==> src/slgm_ram.sv <==
// Simple dual-port synchronous RAM: one write port, one read port, registered read data.
// Depends on nothing.
module slgm_ram #(
  parameter int DEPTH = 128,
  parameter int AW    = 7,
  parameter int DW    = 32
) (
  input  logic          clk,
  input  logic          we,
  input  logic [AW-1:0] waddr,
  input  logic [DW-1:0] wdata,
  input  logic          re,
  input  logic [AW-1:0] raddr,
  output logic [DW-1:0] rdata
);

  logic [DW-1:0] mem [DEPTH];

  always_ff @(posedge clk) begin
    if (we) begin
      mem[waddr] <= wdata;
    end
  end

  always_ff @(posedge clk) begin
    if (re) begin
      rdata <= mem[raddr];
    end
  end

endmodule

==> config.mk <==
export PLATFORM = sky130hd
export DESIGN_NAME = slgm_ram
export DESIGN_NICKNAME = d
export VERILOG_FILES = /design/src/slgm_ram.sv
export SDC_FILE = /design/constraint.sdc
export NUM_CORES = 2
export LEC_CHECK = 0
export BUFFER_PORTS_ARGS = -buffer_cell sky130_fd_sc_hd__buf_4
export CORE_MARGIN = 2
export CORE_UTILIZATION = 30
export DETAILED_ROUTE_END_ITERATION = 8
export MAX_ROUTING_LAYER = met4
export PLACE_DENSITY = 0.46
export SLEW_MARGIN = 20
export SYNTH_ARGS = -nofsm -noshare
export SYNTH_HDL_FRONTEND = slang
export SYNTH_SLANG_ARGS = --single-unit
export TNS_END_PERCENT = 1
==> constraint.sdc <==
create_clock -name clk -period 4.6 [get_ports clk]
set_clock_uncertainty 0.05 [all_clocks]
set_input_delay 0.92 -clock clk [delete_from_list [all_inputs] [get_ports clk]]
set_output_delay 0.92 -clock clk [all_outputs]
set_load 0.01 [all_outputs]
==> flow_summary.toml <==
[outcome]
status = "finished, final reports clean"

[clock_tree]
htree_levels = 5
cts_buffer_depth = 4
clock_latency_ns = 1.03
clk_pin_slew_ns = 0.06
ctsResizeCount = 0
cts-hold-fix-buffers = 0
clock-sinks = 4128
cts_tree = "yes"
cts_buffers = 431
post_cts_buffers = 0
cts_root_buf = "clkbuf_16"

[min_path]
min_path_type = "input port to flip-flop"
hold_depth = 1

[timing]
setup_viol = 0
clock.fmax_ghz = 0.283
rsz0062_at_grt = "false"
tightest_slew_ns = 1.10
relSlewSlack_pct = 27.0
finalCritPeriodShare_pct = 76.7
min_period_ns = 3.53
setup_tns_ns = 0
drv_slew = 0
finalHoldViolCount = 0

[grt]
grtUsageTotal_pct = 18.6
antenna_found_initial = 61
gr-total-overflow = 0
grt_pass1_vias = 73476
grt_max_degree = 129
grt_pass1_wl_um = 655000

[floorplanning]
num_rows = 265
num_io_pins = 81
dieArea_sq_um = 528000
die_h_um = 726
fp.dieW_um = 726
coreArea_sq_um = 520000
initial_core_util_pct = 30.1

[setup_path]
max_stage_delay_ns = 0.70
arrival_ns = 4.22
path_max_fanout = 37
crit_chain = "buf_16, buf_12, buf_12, buf_4, mux4_2, mux4_2, mux4_2, mux2_2"
reg2regPathDepth = 4
crit_slowest_cell = "mux4_2"
critPathKind = "input port to flip-flop"
cp-start-kind = "input port"
crit_top_cell = "mux4_2"
endpoint_kind = "flip-flop"
required_ns = 5.29
reg2reg_setup_slack_ns = 1.69

[pwr]
peakVddDrop_v = 0.000323
powerDensity_nw_per_um2 = 436
static-leakage-power_nw = 55.9

[synthesis]
synth.net_count = 6039
seq_area_frac_synth_pct = 79.2
yosysWarningCount = 0
ys_ff_latch = 4128
synth_cells = 5990
syn_area_sq_um = 157000
yosysUniqueCellTypes = 16
avgSynthCellArea_sq_um = 26.1

[routing]
wirelength_um = 485000
detail_route.wl_per_cell_um = 34.8
num_vias = 72152
drt_iter0_drc = 8987
ant_nets = 0
drc = 0
drt-pass1-iter-count = 6
vias_per_cell = 5.17

[final_layout]
seq_area_sq_um = 124000
final_nets = 6653
multiInputGateArea_sq_um = 32300
areaGrowthSynthToFinish_pct = 18.3
design_area_sq_um = 185000
drive_gt1_share_pct = 37.6
fill_cells = 47190

[placed_design]
globalplace.congestion = 0.784
place_area_sq_um = 171000
dpl.hpwl_um = 277000
io_buffers = 80

[run]
drv_cap = 0
path summary, 6_finish.rpt:
path / start / end
setup / recovery: raddr[0] / rdata[26]$_DFFE_PP_
hold reg to reg: mem[114][30]$_DFFE_PP_ / rdata[30]$_DFFE_PP_
setup reg to reg: mem[24][26]$_DFFE_PP_ / rdata[26]$_DFFE_PP_
hold / removal: wdata[8] / mem[105][8]$_DFFE_PP_
cell type report:
class                   instances  share of cell area [%]
diodes                         37                  0.0500
clock buffers                 513                    6.03
multi-input cells            1546                    17.4
repair buffers                497                    3.38
flip-flops and latches       4128                    66.9
well taps                    6942                    4.69
clock inverters               281                    1.50
cell usage in the layout (no fill, tap or decap):
master      count
inv_16          4
edfxtp_1     4128
clkinv_2       84
buf_12        197
clkinv_16      10
nor2_4        119
mux4_2       1344
bufinv_16      42
nor3_2          9
buf_6           4
clkbuf_1       78
clkinvlp_4     20
buf_4         292
nand4_1         3
or3_1           1
nand3_2         4
diode_2        37
nand2_1        11
mux2_2         32
clkbuf_16     435
nand2b_1        2
clkinv_8        6
buf_8           3
inv_6           4
nor2_1          3
clkinv_4        5
nand3_1         8
nand2_2         3
clkinv_1      106
nor2b_1         7
buf_16          1
per-stage QoR:
stage / setup slack [ns] / utilization, % / hold slack (ns) / total power [mW] / std cells
finish: 1.07 / 35.6 / 0.395 / 80.8 / 13944
global placement: 0.0773 / 32.9 / 1.16 / 47.0 / 13113
CTS: 1.18 / 35.6 / 0.346 / 81.7 / 13907
global route: 1.08 / 35.6 / 0.382 / 83.2 / 13925
floorplan: 0.391 / - / 0.969 / 44.4 / 5990
detailed placement: 0.0680 / 32.9 / 1.15 / 47.0 / 13113
Yosys cell counts:
cell type | count | area [sq um]
mux4_2 | 1344 | 30300
nand2b_1 | 2 | 12.5
clkbuf_1 | 182 | 683
nor2_1 | 122 | 458
nor2b_1 | 7 | 43.8
nand3_1 | 12 | 60.1
nor3_1 | 9 | 45.0
mux2_2 | 32 | 360
buf_6 | 2 | 22.5
or3_1 | 1 | 6.26
buf_4 | 3 | 22.5
edfxtp_1 | 4128 | 124000
buf_1 | 50 | 188
nand4_1 | 3 | 18.8
nand2_1 | 14 | 52.6
buf_2 | 79 | 395
routing by layer:
| metal | global-route usage (%) | part of all wire [%] |
|---|---|---|
| met5 | - | 0 |
| met2 | 30.1 | 49 |
| met4 | 3.81 | 2.0 |
| met3 | 2.26 | 5.9 |
| met1 | 25.5 | 43 |
flip-flops by register name (all words and copies together) (netlist names):
register / cells
mem: 4096
rdata: 32
cell families (layout without fill, tap and decap cells):
group | after synthesis | after routing | share of synthesized area (%)
DFF | 4128 | 4128 | 79.2
buffers and inverters | 316 | 1291 | 0.837
other | 0 | 37 | 0
and+or+nand+nor | 170 | 170 | 0.445
muxes | 1376 | 1376 | 19.6
power by group:
part / internal [mW] / total [mW] / switching [mW]
Combinational: 1.67 / 4.42 / 2.75
Sequential: 41.6 / 41.7 / 0.137
Clock: 19.7 / 34.7 / 15.0
worst max-delay path, delay by kind of cell:
family                 cells  cell delay (ns)
buffers and inverters      4             1.01
multiplexers               4             2.16
(Power assumes the default switching activity.)
